--- src/sv/small_language_lexer_defines.svh ---
// Assertion macros shared by the lexer RTL.
// Depends on nothing; included by the top level.
`ifndef SMALL_LANGUAGE_LEXER_DEFINES_SVH
`define SMALL_LANGUAGE_LEXER_DEFINES_SVH

// same-cycle implication, checked outside reset
`define SLX_ASSERT_IMP(lbl, ck, rn, ante, cons, msg) \
	lbl: assert property (@(posedge ck) disable iff (!rn) (ante) |-> (cons)) \
		else $error(msg);

// next-cycle implication, checked outside reset
`define SLX_ASSERT_NXT(lbl, ck, rn, ante, cons, msg) \
	lbl: assert property (@(posedge ck) disable iff (!rn) (ante) |=> (cons)) \
		else $error(msg);

`endif

--- src/sv/slx_pkg.sv ---
// Shared types, constants and character tables of the lexer.
// Depends on nothing; imported by every lexer module.
package slx_pkg;

	localparam int POS_WIDTH = 24;
	localparam int OUT_POS_W = 24;
	localparam int LEN_W     = 24;
	localparam int VAL_W     = 31;
	localparam int KW_W      = 40;
	localparam int KW_CHARS  = 5;
	localparam int MAX_TOKS  = 3;
	localparam int CNT_W     = $clog2(MAX_TOKS + 1);
	localparam int QDEPTH    = 2;

	localparam logic [LEN_W-1:0] LEN_MAX = '1;
	localparam logic [VAL_W-1:0] NUM_MAX = '1;

	// token kinds
	localparam logic [3:0] KIND_PUNC  = 4'd0;
	localparam logic [3:0] KIND_NUM   = 4'd1;
	localparam logic [3:0] KIND_IDENT = 4'd2;
	localparam logic [3:0] KIND_WHILE = 4'd3;
	localparam logic [3:0] KIND_FOR   = 4'd4;
	localparam logic [3:0] KIND_IF    = 4'd5;
	localparam logic [3:0] KIND_ELSE  = 4'd6;
	localparam logic [3:0] KIND_END   = 4'd7;
	localparam logic [3:0] KIND_ERROR = 4'd8;

	// punctuator codes: two-character forms first, then single ones
	localparam logic [4:0] P_LE     = 5'd0;
	localparam logic [4:0] P_GE     = 5'd1;
	localparam logic [4:0] P_EQEQ   = 5'd2;
	localparam logic [4:0] P_NE     = 5'd3;
	localparam logic [4:0] P_ANDAND = 5'd4;
	localparam logic [4:0] P_OROR   = 5'd5;
	localparam logic [4:0] P_LBLB   = 5'd6;
	localparam logic [4:0] P_RBRB   = 5'd7;
	localparam logic [4:0] P_INC    = 5'd8;
	localparam logic [4:0] P_DEC    = 5'd9;
	localparam logic [4:0] P_LBRK   = 5'd10;
	localparam logic [4:0] P_RBRK   = 5'd11;
	localparam logic [4:0] P_LPAR   = 5'd12;
	localparam logic [4:0] P_RPAR   = 5'd13;
	localparam logic [4:0] P_LBRC   = 5'd14;
	localparam logic [4:0] P_RBRC   = 5'd15;
	localparam logic [4:0] P_STAR   = 5'd16;
	localparam logic [4:0] P_SLASH  = 5'd17;
	localparam logic [4:0] P_PLUS   = 5'd18;
	localparam logic [4:0] P_MINUS  = 5'd19;
	localparam logic [4:0] P_PCT    = 5'd20;
	localparam logic [4:0] P_ASSIGN = 5'd21;
	localparam logic [4:0] P_SEMI   = 5'd22;
	localparam logic [4:0] P_LT     = 5'd23;
	localparam logic [4:0] P_GT     = 5'd24;
	localparam logic [4:0] P_AMP    = 5'd25;
	localparam logic [4:0] P_BAR    = 5'd26;
	localparam logic [4:0] P_COMMA  = 5'd27;

	// keyword spellings, right aligned in the prefix register
	localparam logic [KW_W-1:0] KW_WHILE = 40'h7768696C65;
	localparam logic [KW_W-1:0] KW_FOR   = 40'h0000666F72;
	localparam logic [KW_W-1:0] KW_IF    = 40'h0000006966;
	localparam logic [KW_W-1:0] KW_ELSE  = 40'h00656C7365;

	typedef enum logic [2:0] {
		MODE_IDLE,
		MODE_NUM,
		MODE_IDENT,
		MODE_PUNC,
		MODE_DISCARD
	} lex_mode_t;

	typedef struct packed {
		logic [7:0] ch;
		logic       is_last;
	} char_beat_t;

	typedef struct packed {
		logic [3:0]           kind;
		logic [4:0]           punc_code;
		logic [VAL_W-1:0]     value;
		logic                 overflow;
		logic [OUT_POS_W-1:0] start_pos;
		logic [LEN_W-1:0]     tok_len;
		logic                 last_of_run;
	} tok_beat_t;

	typedef struct packed {
		logic [3:0]           kind;
		logic [4:0]           punc_code;
		logic [VAL_W-1:0]     value;
		logic                 overflow;
		logic [OUT_POS_W-1:0] start_pos;
		logic [LEN_W-1:0]     tok_len;
	} tok_t;

	// all tokens raised by one character, cnt from 1 to MAX_TOKS
	typedef struct packed {
		logic [CNT_W-1:0]          cnt;
		tok_t [MAX_TOKS-1:0]       tok;
	} bundle_t;

	typedef struct packed {
		logic full;
		logic vld;
	} q_stat_t;

	typedef struct packed {
		logic       hit;
		logic [4:0] code;
	} punc_hit_t;

	function automatic logic is_space(input logic [7:0] c);
		return (c == " ") || (c >= 8'h09 && c <= 8'h0D);
	endfunction

	function automatic logic is_digit(input logic [7:0] c);
		return (c >= "0") && (c <= "9");
	endfunction

	function automatic logic is_alpha(input logic [7:0] c);
		return ((c >= "a") && (c <= "z")) || ((c >= "A") && (c <= "Z"));
	endfunction

	function automatic logic is_word(input logic [7:0] c);
		return is_alpha(c) || is_digit(c) || (c == "_");
	endfunction

	function automatic logic opens_pair(input logic [7:0] c);
		logic r;
		r = 1'b0;
		unique case (c) inside
			"<", ">", "=", "!", "&", "|", "[", "]", "+", "-": r = 1'b1;
			default: r = 1'b0;
		endcase
		return r;
	endfunction

	// two-character punctuator lookup on held char a and new char b
	function automatic punc_hit_t pair_match(input logic [7:0] a, input logic [7:0] b);
		punc_hit_t r;
		r.hit  = 1'b0;
		r.code = P_LE;
		unique case (a)
			"<": begin r.hit = (b == "="); r.code = P_LE;     end
			">": begin r.hit = (b == "="); r.code = P_GE;     end
			"=": begin r.hit = (b == "="); r.code = P_EQEQ;   end
			"!": begin r.hit = (b == "="); r.code = P_NE;     end
			"&": begin r.hit = (b == "&"); r.code = P_ANDAND; end
			"|": begin r.hit = (b == "|"); r.code = P_OROR;   end
			"[": begin r.hit = (b == "["); r.code = P_LBLB;   end
			"]": begin r.hit = (b == "]"); r.code = P_RBRB;   end
			"+": begin r.hit = (b == "+"); r.code = P_INC;    end
			"-": begin r.hit = (b == "-"); r.code = P_DEC;    end
			default: r.hit = 1'b0;
		endcase
		return r;
	endfunction

	function automatic punc_hit_t single_match(input logic [7:0] c);
		punc_hit_t r;
		r.hit  = 1'b1;
		r.code = P_LBRK;
		unique case (c)
			"[": r.code = P_LBRK;
			"]": r.code = P_RBRK;
			"(": r.code = P_LPAR;
			")": r.code = P_RPAR;
			"{": r.code = P_LBRC;
			"}": r.code = P_RBRC;
			"*": r.code = P_STAR;
			"/": r.code = P_SLASH;
			"+": r.code = P_PLUS;
			"-": r.code = P_MINUS;
			"%": r.code = P_PCT;
			"=": r.code = P_ASSIGN;
			";": r.code = P_SEMI;
			"<": r.code = P_LT;
			">": r.code = P_GT;
			"&": r.code = P_AMP;
			"|": r.code = P_BAR;
			",": r.code = P_COMMA;
			default: r.hit = 1'b0;
		endcase
		return r;
	endfunction

endpackage

--- src/sv/slx_fifo.sv ---
// Short bundle queue between the lexer front end and the token serialiser.
// Depends on slx_pkg.
module slx_fifo import slx_pkg::*; (
	input  logic    clk,
	input  logic    arst_n,
	input  logic    push,
	input  bundle_t push_data,
	input  logic    pop,
	output bundle_t head,
	output q_stat_t stat
);

	localparam int PTR_W = (QDEPTH > 1) ? $clog2(QDEPTH) : 1;
	localparam int QCNT_W = $clog2(QDEPTH + 1);

	bundle_t            mem_q [QDEPTH];
	logic [PTR_W-1:0]   wr_ptr_q;
	logic [PTR_W-1:0]   rd_ptr_q;
	logic [QCNT_W-1:0]  cnt_q;

	function automatic logic [PTR_W-1:0] ptr_inc(input logic [PTR_W-1:0] p);
		return (p == PTR_W'(QDEPTH - 1)) ? '0 : p + PTR_W'(1);
	endfunction

	always_ff @(posedge clk or negedge arst_n) begin
		if (!arst_n) begin
			wr_ptr_q <= '0;
			rd_ptr_q <= '0;
			cnt_q    <= '0;
		end else begin
			if (push)
				wr_ptr_q <= ptr_inc(wr_ptr_q);
			if (pop)
				rd_ptr_q <= ptr_inc(rd_ptr_q);
			if (push && !pop)
				cnt_q <= cnt_q + QCNT_W'(1);
			else if (pop && !push)
				cnt_q <= cnt_q - QCNT_W'(1);
		end
	end

	always_ff @(posedge clk) begin
		if (push)
			mem_q[wr_ptr_q] <= push_data;
	end

	assign head      = mem_q[rd_ptr_q];
	assign stat.full = (cnt_q == QCNT_W'(QDEPTH));
	assign stat.vld  = (cnt_q != '0);

endmodule

--- src/sv/slx_front.sv ---
// Lexer front end: takes character beats, runs the scanner state and
// packs the tokens each character raises into one bundle. Depends on slx_pkg.
module slx_front import slx_pkg::*; (
	input  logic       clk,
	input  logic       arst_n,
	input  logic       char_valid,
	output logic       char_stall,
	input  char_beat_t char_data,
	input  q_stat_t    q_stat,
	output logic       push,
	output bundle_t    push_data,
	output lex_mode_t  mode
);

	localparam int MAC_W = VAL_W + 4;

	typedef struct packed {
		logic      vld;
		tok_t      tok;
		lex_mode_t mode;
	} flush_t;

	lex_mode_t            mode_q, mode_d;
	logic [7:0]           held_q, held_d;
	logic [VAL_W-1:0]     acc_q, acc_d;
	logic                 ovf_q, ovf_d;
	logic [KW_W-1:0]      kw_q, kw_d;
	logic [POS_WIDTH-1:0] start_q, start_d;
	logic [LEN_W-1:0]     len_q, len_d;
	logic [POS_WIDTH-1:0] pos_q, pos_d;

	logic                 take;
	logic                 consumed;
	logic [CNT_W-1:0]     n;
	bundle_t              bnd;
	punc_hit_t            pm, sm;
	flush_t               fl, fl2;
	logic [MAC_W-1:0]     mac;
	logic [7:0]           c;

	function automatic logic [OUT_POS_W-1:0] pos_out(input logic [POS_WIDTH-1:0] p);
		logic [POS_WIDTH+OUT_POS_W-1:0] w;
		w = {{OUT_POS_W{1'b0}}, p};
		return w[OUT_POS_W-1:0];
	endfunction

	function automatic logic [LEN_W-1:0] grow(input logic [LEN_W-1:0] l);
		return (l < LEN_MAX) ? l + LEN_W'(1) : l;
	endfunction

	function automatic tok_t mk_tok(input logic [3:0] k, input logic [4:0] code,
			input logic [VAL_W-1:0] v, input logic o,
			input logic [POS_WIDTH-1:0] st, input logic [LEN_W-1:0] l);
		tok_t t;
		t.kind      = k;
		t.punc_code = code;
		t.value     = v;
		t.overflow  = o;
		t.start_pos = pos_out(st);
		t.tok_len   = l;
		return t;
	endfunction

	function automatic logic [3:0] ident_kind(input logic [KW_W-1:0] kw,
			input logic [LEN_W-1:0] l);
		logic [3:0] k;
		k = KIND_IDENT;
		if (l == LEN_W'(5) && kw == KW_WHILE)
			k = KIND_WHILE;
		else if (l == LEN_W'(3) && kw == KW_FOR)
			k = KIND_FOR;
		else if (l == LEN_W'(2) && kw == KW_IF)
			k = KIND_IF;
		else if (l == LEN_W'(4) && kw == KW_ELSE)
			k = KIND_ELSE;
		return k;
	endfunction

	// token still pending in the scanner, raised when nothing extends it
	function automatic flush_t flush_tok(input lex_mode_t m, input logic [7:0] held,
			input logic [VAL_W-1:0] acc, input logic ovf, input logic [KW_W-1:0] kw,
			input logic [POS_WIDTH-1:0] st, input logic [LEN_W-1:0] l);
		flush_t    r;
		punc_hit_t s;
		s      = single_match(held);
		r.vld  = 1'b0;
		r.tok  = mk_tok(KIND_PUNC, P_LE, '0, 1'b0, st, l);
		r.mode = m;
		unique case (m)
			MODE_NUM: begin
				r.vld  = 1'b1;
				r.tok  = mk_tok(KIND_NUM, P_LE, acc, ovf, st, l);
				r.mode = MODE_IDLE;
			end
			MODE_IDENT: begin
				r.vld  = 1'b1;
				r.tok  = mk_tok(ident_kind(kw, l), P_LE, '0, 1'b0, st, l);
				r.mode = MODE_IDLE;
			end
			MODE_PUNC: begin
				r.vld = 1'b1;
				if (s.hit) begin
					r.tok  = mk_tok(KIND_PUNC, s.code, '0, 1'b0, st, LEN_W'(1));
					r.mode = MODE_IDLE;
				end else begin
					r.tok  = mk_tok(KIND_ERROR, P_LE, '0, 1'b0, st, LEN_W'(1));
					r.mode = MODE_DISCARD;
				end
			end
			MODE_IDLE:    r.mode = MODE_IDLE;
			MODE_DISCARD: r.mode = MODE_DISCARD;
			default:      r.mode = MODE_IDLE;
		endcase
		return r;
	endfunction

	assign c    = char_data.ch;
	assign take = char_valid && !q_stat.full;

	always_comb begin
		mode_d   = mode_q;
		held_d   = held_q;
		acc_d    = acc_q;
		ovf_d    = ovf_q;
		kw_d     = kw_q;
		start_d  = start_q;
		len_d    = len_q;
		pos_d    = pos_q + POS_WIDTH'(1);
		bnd      = '0;
		n        = '0;
		consumed = 1'b0;
		pm       = pair_match(held_q, c);
		sm       = single_match(c);
		fl       = flush_tok(mode_q, held_q, acc_q, ovf_q, kw_q, start_q, len_q);
		// acc * 10 + digit; digits 0x30..0x39 carry their value in the low nibble
		mac = ({4'b0, acc_q} << 3) + ({4'b0, acc_q} << 1) + MAC_W'(c[3:0]);

		// continue or close the pending token
		unique case (mode_q)
			MODE_DISCARD: consumed = 1'b1;
			MODE_NUM: begin
				if (is_digit(c)) begin
					if (ovf_q || (mac > {4'b0, NUM_MAX})) begin
						acc_d = NUM_MAX;
						ovf_d = 1'b1;
					end else begin
						acc_d = mac[VAL_W-1:0];
					end
					len_d    = grow(len_q);
					consumed = 1'b1;
				end else begin
					bnd.tok[n] = fl.tok;
					n          = n + CNT_W'(1);
					mode_d     = fl.mode;
				end
			end
			MODE_IDENT: begin
				if (is_word(c)) begin
					if (len_q < LEN_W'(KW_CHARS))
						kw_d = {kw_q[KW_W-9:0], c};
					len_d    = grow(len_q);
					consumed = 1'b1;
				end else begin
					bnd.tok[n] = fl.tok;
					n          = n + CNT_W'(1);
					mode_d     = fl.mode;
				end
			end
			MODE_PUNC: begin
				if (pm.hit) begin
					bnd.tok[n] = mk_tok(KIND_PUNC, pm.code, '0, 1'b0, start_q, LEN_W'(2));
					n          = n + CNT_W'(1);
					mode_d     = MODE_IDLE;
					consumed   = 1'b1;
				end else begin
					bnd.tok[n] = fl.tok;
					n          = n + CNT_W'(1);
					mode_d     = fl.mode;
					consumed   = (fl.mode == MODE_DISCARD);
				end
			end
			default: consumed = 1'b0;
		endcase

		// the character opens something new
		if (!consumed && !is_space(c)) begin
			if (opens_pair(c)) begin
				mode_d  = MODE_PUNC;
				held_d  = c;
				start_d = pos_q;
				len_d   = LEN_W'(1);
			end else if (sm.hit) begin
				bnd.tok[n] = mk_tok(KIND_PUNC, sm.code, '0, 1'b0, pos_q, LEN_W'(1));
				n          = n + CNT_W'(1);
			end else if (is_digit(c)) begin
				mode_d  = MODE_NUM;
				acc_d   = VAL_W'(c[3:0]);
				ovf_d   = 1'b0;
				start_d = pos_q;
				len_d   = LEN_W'(1);
			end else if (is_alpha(c) || c == "_") begin
				mode_d  = MODE_IDENT;
				kw_d    = KW_W'(c);
				start_d = pos_q;
				len_d   = LEN_W'(1);
			end else begin
				bnd.tok[n] = mk_tok(KIND_ERROR, P_LE, '0, 1'b0, pos_q, LEN_W'(1));
				n          = n + CNT_W'(1);
				mode_d     = MODE_DISCARD;
			end
		end

		// end of text: close what is pending, add the end token, start over
		fl2 = flush_tok(mode_d, held_d, acc_d, ovf_d, kw_d, start_d, len_d);
		if (char_data.is_last) begin
			if (mode_d != MODE_DISCARD && fl2.vld) begin
				bnd.tok[n] = fl2.tok;
				n          = n + CNT_W'(1);
			end
			bnd.tok[n] = mk_tok(KIND_END, P_LE, '0, 1'b0, pos_d, '0);
			n          = n + CNT_W'(1);
			mode_d     = MODE_IDLE;
			held_d     = '0;
			acc_d      = '0;
			ovf_d      = 1'b0;
			kw_d       = '0;
			start_d    = '0;
			len_d      = '0;
			pos_d      = '0;
		end
		bnd.cnt = n;
	end

	always_ff @(posedge clk or negedge arst_n) begin
		if (!arst_n) begin
			mode_q  <= MODE_IDLE;
			held_q  <= '0;
			acc_q   <= '0;
			ovf_q   <= 1'b0;
			kw_q    <= '0;
			start_q <= '0;
			len_q   <= '0;
			pos_q   <= '0;
		end else if (take) begin
			mode_q  <= mode_d;
			held_q  <= held_d;
			acc_q   <= acc_d;
			ovf_q   <= ovf_d;
			kw_q    <= kw_d;
			start_q <= start_d;
			len_q   <= len_d;
			pos_q   <= pos_d;
		end
	end

	assign char_stall = q_stat.full;
	assign push       = take && (n != '0);
	assign push_data  = bnd;
	assign mode       = mode_q;

endmodule

--- src/sv/slx_back.sv ---
// Token serialiser: walks the head bundle of the queue one token per beat
// into the output register. Depends on slx_pkg.
module slx_back import slx_pkg::*; (
	input  logic      clk,
	input  logic      arst_n,
	input  bundle_t   head,
	input  q_stat_t   q_stat,
	output logic      pop,
	output logic      tok_valid,
	input  logic      tok_stall,
	output tok_beat_t tok_data
);

	logic             out_vld_q;
	tok_beat_t        out_q;
	logic [CNT_W-1:0] idx_q;
	logic             load;
	logic             is_end;
	tok_t             cur;

	assign load   = q_stat.vld && (!out_vld_q || !tok_stall);
	assign cur    = head.tok[idx_q];
	assign is_end = (idx_q == head.cnt - CNT_W'(1));
	assign pop    = load && is_end;

	always_ff @(posedge clk or negedge arst_n) begin
		if (!arst_n) begin
			out_vld_q <= 1'b0;
			idx_q     <= '0;
		end else begin
			if (load)
				out_vld_q <= 1'b1;
			else if (!tok_stall)
				out_vld_q <= 1'b0;
			if (load)
				idx_q <= is_end ? '0 : idx_q + CNT_W'(1);
		end
	end

	always_ff @(posedge clk) begin
		if (load) begin
			out_q.kind        <= cur.kind;
			out_q.punc_code   <= cur.punc_code;
			out_q.value       <= cur.value;
			out_q.overflow    <= cur.overflow;
			out_q.start_pos   <= cur.start_pos;
			out_q.tok_len     <= cur.tok_len;
			out_q.last_of_run <= is_end;
		end
	end

	assign tok_valid = out_vld_q;
	assign tok_data  = out_q;

endmodule

--- src/sv/small_language_lexer.sv ---
// Streaming maximal-munch lexer, top level.
// Channels: char_* takes one source byte per beat (ch, is_last); tok_* gives
//   one token per beat (kind, punc_code, value, overflow, start_pos, tok_len,
//   last_of_run). Both use valid/stall; a beat moves when valid is high and
//   stall is low.
// A character raises zero to three tokens; the one flagged last_of_run is the
//   final token of that character. A character with is_last closes any
//   pending token, adds an end token and returns the scanner to offset 0.
// The tokens of a character pass the bundle queue, then the output register.
// Throughput: one character per cycle while each raises at most one token
//   and tok_stall is low; the output register drains one token per cycle
//   while not stalled, so a character that raises more than one token keeps
//   the output busy for each of them. A two-bundle queue between the scanner
//   and the serialiser absorbs this; char_stall rises when it is full.
// A stall on tok_* holds the output beat and, once the queue fills, stalls
//   char_*. Reset (arst_n low) empties the queue and output and clears the
//   scanner to idle at offset 0.
`include "small_language_lexer_defines.svh"
module small_language_lexer import slx_pkg::*; (
	input  logic       clk,
	input  logic       arst_n,
	input  logic       char_valid,
	output logic       char_stall,
	input  char_beat_t char_data,
	output logic       tok_valid,
	input  logic       tok_stall,
	output tok_beat_t  tok_data
);

	q_stat_t   qstat;
	logic      push;
	logic      pop;
	bundle_t   push_data;
	bundle_t   head;
	lex_mode_t fmode;

	// scanner: classifies each byte and updates token state
	slx_front u_front (
		.clk        (clk),
		.arst_n     (arst_n),
		.char_valid (char_valid),
		.char_stall (char_stall),
		.char_data  (char_data),
		.q_stat     (qstat),
		.push       (push),
		.push_data  (push_data),
		.mode       (fmode)
	);

	// bundles of tokens in flight
	slx_fifo u_fifo (
		.clk       (clk),
		.arst_n    (arst_n),
		.push      (push),
		.push_data (push_data),
		.pop       (pop),
		.head      (head),
		.stat      (qstat)
	);

	// one token per output beat
	slx_back u_back (
		.clk       (clk),
		.arst_n    (arst_n),
		.head      (head),
		.q_stat    (qstat),
		.pop       (pop),
		.tok_valid (tok_valid),
		.tok_stall (tok_stall),
		.tok_data  (tok_data)
	);

	`SLX_ASSERT_IMP(a_no_overrun, clk, arst_n, push, !qstat.full, "bundle pushed into full queue")
	`SLX_ASSERT_IMP(a_end_closes_run, clk, arst_n, tok_valid && tok_data.kind == KIND_END, tok_data.last_of_run, "end token not last of its run")
	`SLX_ASSERT_IMP(a_value_only_num, clk, arst_n, tok_valid && tok_data.kind != KIND_NUM, tok_data.value == '0 && !tok_data.overflow, "value set on non-number token")
	`SLX_ASSERT_NXT(a_last_restarts, clk, arst_n, char_valid && !char_stall && char_data.is_last, fmode == MODE_IDLE, "scanner not idle after last character")

endmodule
--- config.mk ---
export PLATFORM = sky130hd
export DESIGN_NAME = small_language_lexer
export DESIGN_NICKNAME = d
export VERILOG_FILES = /design/src/sv/slx_pkg.sv /design/src/sv/slx_fifo.sv /design/src/sv/slx_front.sv /design/src/sv/slx_back.sv /design/src/sv/small_language_lexer.sv
export VERILOG_INCLUDE_DIRS = /design/src /design/src/sv
export SDC_FILE = /design/constraint.sdc
export NUM_CORES = 1
export LEC_CHECK = 0
export ABC_CLOCK_PERIOD_IN_PS = 38300
export BUFFER_PORTS_ARGS = -buffer_cell sky130_fd_sc_hd__buf_2
export CORE_UTILIZATION = 38
export DETAILED_ROUTE_END_ITERATION = 8
export GPL_TIMING_DRIVEN = 0
export PLACE_DENSITY = 0.5
export SKIP_LAST_GASP = 1
export SYNTH_ARGS = -nofsm -noshare
export SYNTH_HDL_FRONTEND = slang
export SYNTH_SLANG_ARGS = --single-unit
--- constraint.sdc ---
create_clock -name clk -period 38.3 [get_ports clk]
set_input_delay 7.66 -clock clk [delete_from_list [all_inputs] [get_ports clk]]
set_output_delay 7.66 -clock clk [all_outputs]
set_load 0.02 [all_outputs]
==> metrics.sh <==
OUTCOME='completed'
PIN_COUNT=105
CRIT_CELLS=25
GRT_PASS1_VIAS=27831
FINAL.SETUP.TNS_NS=0
PORT_BUFFERS=101
FRACTION_OF_SYNTHESIS_FLOPS_USING_AN_ASYNCHRONOUS_SET_OR_RESET_PIN_PCT=20.5
SYNTH_SEQ_CELLS=790
MAX-VDD-IR-DROP_uV=43.9
CTS.SINK_COUNT=790
WORSTREGTOREGCELLS=19
YS_TYPES=111
DPL_CELL_AREA_SQ_UM=42100
LAYOUT_WORST_PATH_CYCLE_SHARE_PCT=36.7
VIA_COUNT=28433
STARTING_DRC_COUNT_IN_DETAILED_ROUTING=2921
CLOCK_TREE.HTREE_LEVEL_COUNT=3
GRT_PASS1_WL_MM=185
FILLCELLCOUNT=9658
DRC=0
DRT_PASS1_ITERATIONS=6
CLK_PIN_SLEW_WORST_PATHS_NS=0.06
FINAL_CORE_UTILIZATION_PCT=44.0
FINAL_HOLD_VIOL_COUNT=0
CP_SLOWEST_STAGE_DELAY_NS=0.78
POWER.STATIC_LEAKAGE_nW=16.5
SETUP_VIOL_COUNT_FINAL=0
POWER.SHARE.SEQUENTIAL_PCT=39.3
CRITICAL_PATH.REG2REG.ENDPOINT='u_fifo.mem_q[1][39]$_DFFE_PP_'
NUMBER_OF_PLACED_INSTANCES_WITH_TAPS_INCLUDED=4818
CLOCK_NETWORK_POWER_SHARE_PCT=26.3
MAX_CLOCK_FREQ_MHz=71.2
RSZ0062_AT_GRT='false'
FINAL_ANTENNA_NET_COUNT=0
YS_SEQ_AREA_SHARE_PCT=58.2
SYNTH_FLOP_CELL='edfxtp_1'
HIGHEST_LAYER='met5'
ANTENNADIODECOUNT=0
SYNTH_AREA_SQ_UM=39400
TIMING.RR.START='u_front.held_q[4]$_DFFE_PN0P_'
HPWL_MM=89.6
NUMBER_OF_WARNINGS_REPORTED_IN_THE_YOSYS_SYNTHESIS_LOG=0
CP-START-KIND='input pin'
WORSTPATHARRIVAL_NS=14.42
TRITONCTS_BUFFERS=88
FIN_CELLS=4982
ROUTED-WL-MET2_MM=58.2
P_SW_mW=1.18
MIN_PERIOD_NS=14.05
COMMONEST_CELLS_AFTER_ROUTING_FILL_AND_TAPS_ASIDE='628 x edfxtp_1, 364 x nand2_1, 269 x nor2_1'
TIMING.MAX_CAP.VIOLATIONS=0
MOSTFREQUENTLAYOUTCELL='edfxtp_1'
STDCELL_AREA_SQ_UM=45000
DIE_HEIGHT_MICRONS=324
MIN-DELAY-PATH-CLASS='flop to flop'
WORSTPATHREQUIRED_NS=38.67
CELLPOWERDENSITY_nW_PER_UM2=72.8
CTS.REPAIR.RESIZED=0
CRITICAL_PATH.TOP_DELAY_FAMILY='buffers and inverters'
NUMBER_OF_ENABLE_TYPE_REGISTER_CELLS_IN_THE_SYNTHESIZED_NETLIST=628
ENDPOINT_KIND='flop'
AREA_DELTA_SYNTH_FINAL_PCT=14.3
CLOCK_SKEW_NS=0.0390
VIA_PER_INST=5.71
LAYOUT.NETS=3629
FF2FF_SETUP_SLACK_NS=31.27
GRT_OVERFLOW_TOTAL=0
ROOT_BUFFER='clkbuf_16'
TIMING_MAX_TRANSITION_VIOLATIONS_FINAL=0
DIE-WIDTH_MICRONS=324
LAYOUT-DRIVE-GT1-SHARE_PCT=13.0
CRITPATHMAXFANOUT=28
TIMING.CRITICAL_PATH.MODE_CELL='buf_2'
ROW_COUNT=117
WORST_SLEW_PIN_SLEW_NS=1.41
POST_CTS_HOLD_BUFFER_COUNT=0
SETUP_CP_TYPE='input pin to flop'
SYN-NUM-NETS=3416
PWR-SHARE-COMB_PCT=34.4
SETUP.WORST_PATH.END='u_fifo.mem_q[1][39]$_DFFE_PP_'
GRT_MAX_DEGREE=58
SYNTH_AREA_PER_CELL_SQ_UM=11.8
CRITPATHBUFINV=11
CLKLATENCYLATEPIN_NS=0.69
STARTING_DENSITY_PCT=38.5
MET1WIRELENGTH_MM=55.0
CORE_REGION_AREA_SQ_UM=102000
ANTENNA_FOUND_INITIAL=4
SETUP.WORST_PATH.START='char_data[2]'
TRITONCTS_CLOCK_TREE='yes'
POWER_REPORT.INTERNAL_TOTAL_mW=2.09
CLOCKBUFFERDEPTH=3
GR-USAGE-ALL-LAYERS_PCT=23.9
SLOWEST_STAGE_CELL_CP='mux2i_1'
SLEW_HEADROOM_PCT=5.92
DESIGN.DIE.AREA_SQ_UM=105000
DETAIL_ROUTE.WIRELENGTH_MM=125
POST_SYNTH_INST_COUNT=3327
GPL.FINAL_WEIGHTED_CONGESTION=0.920
DR_WL_MET3_MM=7.34
NETSWITCHINGFRACTION_PCT=36.1
CTS.REPAIR_TIMING.SETUP_BUFFER_COUNT=0
WL_PER_CELL_MICRONS=25.1
[registers in the layout (all words and copies together) (netlist names), 2 cells and up]
name / cells
u_front.held_q: 8
u_front.acc_q: 31
u_fifo.mem_q: 538
u_front.start_q: 24
u_front.pos_q: 24
u_front.len_q: 24
u_back.tok_data: 90
u_front.mode: 3
u_front.kw_q: 40
u_back.idx_q: 2
u_fifo.cnt_q: 2
[cell type report]
type,count,area (sq um),share of cell area (%)
flip-flops and latches,790,22900,50.9
clock buffers,109,2320,5.16
plain buffers,239,1030,2.28
repair buffers,123,993,2.21
clock inverters,55,597,1.33
inverters,137,517,1.15
well taps,1368,1710,3.80
multi-input cells,2161,14900,33.2
[cells by family (layout without fill, tap and decap cells)]
family / Yosys count / in the layout / share of synthesized area, %
buffers and inverters: 376 / 663 / 3.91
AOI/OAI and AO/OA: 758 / 758 / 12.8
and+or+nand+nor: 1042 / 1042 / 12.7
xor gates and xnor gates: 72 / 72 / 1.62
muxes: 213 / 213 / 8.26
DFF: 790 / 790 / 58.2
adders and majority gates: 76 / 76 / 2.45
[worst register-to-register path: cells and delay by family (launching register included)]
family	cells	cell delay, ns
flip-flops	1	0.37
buffers and inverters	6	1.30
AND/OR/NAND/NOR	5	2.49
adder cells (fa/ha/maj)	2	0.66
AO/OA/AOI/OAI	5	1.13
multiplexers	1	0.78
[through the flow]
stage / setup WS [ns] / power [mW] / hold WS (ns)
floorplan: 15.22 / 2.06 / 0.468
global placement: 6.07 / 2.54 / 0.478
detailed placement: 23.75 / 2.44 / 0.492
CTS: 24.42 / 3.31 / 0.505
global route: 24.06 / 3.43 / 0.536
finish: 24.25 / 3.28 / 0.494
[layer usage]
| metal | up-vias | track usage, % |
|---|---|---|
| li1 | 12996 | - |
| met1 | 14366 | 32.8 |
| met2 | 871 | 38.4 |
| met3 | 198 | 3.52 |
| met4 | 2 | 8.73 |
| met5 | - | 0 |
[cell usage after synthesis, drive strengths merged, types with 6 or more instances]
| master | count | area share, % |
|---|---|---|
| o21a | 15 | 0.29 |
| nor2b | 28 | 0.44 |
| nand2 | 364 | 3.5 |
| nor3b | 10 | 0.22 |
| ha | 74 | 2.4 |
| or3 | 25 | 0.40 |
| a21o | 18 | 0.34 |
| edfxtp | 628 | 48 |
| mux2i | 119 | 3.0 |
| and3 | 29 | 0.46 |
| nand3 | 71 | 0.90 |
| and4 | 11 | 0.24 |
| nand4 | 31 | 0.51 |
| nand4b | 13 | 0.29 |
| a31oi | 19 | 0.30 |
| o211ai | 11 | 0.21 |
| o21ai | 229 | 3.0 |
| or2 | 9 | 0.14 |
| o21bai | 7 | 0.15 |
| or4 | 12 | 0.27 |
| a21oi | 111 | 1.5 |
| o31ai | 16 | 0.32 |
| nand3b | 8 | 0.15 |
| a2bb2oi | 6 | 0.15 |
| inv | 133 | 1.3 |
| xor2 | 18 | 0.40 |
| nor4 | 23 | 0.38 |
| buf | 81 | 1.1 |
| nor2 | 274 | 2.6 |
| clkbuf | 158 | 1.5 |
| nor4b | 7 | 0.17 |
| a211oi | 7 | 0.15 |
| o221ai | 7 | 0.20 |
| a32o | 6 | 0.15 |
| a22o | 61 | 1.4 |
| o22ai | 122 | 2.0 |
| a22oi | 46 | 0.88 |
| and2 | 15 | 0.24 |
| dfrtp | 162 | 10 |
| mux4 | 89 | 5.1 |
| nand2b | 21 | 0.33 |
| o2bb2ai | 9 | 0.20 |
| nor3 | 72 | 0.99 |
| xnor2 | 54 | 1.2 |
[power groups by stage]
| stage | Combinational [mW] | Clock (mW) | Sequential (mW) |
|---|---|---|---|
| 6_report | 1.13 | 0.862 | 1.29 |
| 5_1_grt | 1.21 | 0.913 | 1.31 |
| 2_1_floorplan | 0.617 | 0 | 1.44 |
| 3_5_place_dp | 1.14 | 0 | 1.30 |
| 4_1_cts | 1.14 | 0.882 | 1.29 |
| 3_3_place_gp | 1.09 | 0 | 1.45 |
[worst min-delay path by stage]
stage | start | to | slack, ns | cells past startpoint
after floorplan | u_front.kw_q[7]$_DFFE_PN0P_ | u_front.kw_q[7]$_DFFE_PN0P_ | 0.47 | 1
after global routing | u_front.start_q[9]$_DFFE_PN0P_ | u_front.start_q[9]$_DFFE_PN0P_ | 0.54 | 2
after global placement | u_back.tok_valid$_DFFE_PN0P_ | u_back.tok_valid$_DFFE_PN0P_ | 0.48 | 2
after detailed placement | u_back.tok_valid$_DFFE_PN0P_ | u_back.tok_valid$_DFFE_PN0P_ | 0.49 | 2
final | u_back.tok_valid$_DFFE_PN0P_ | u_back.tok_valid$_DFFE_PN0P_ | 0.49 | 2
after CTS | u_back.tok_valid$_DFFE_PN0P_ | u_back.tok_valid$_DFFE_PN0P_ | 0.51 | 2
(Power assumes the default switching activity.)
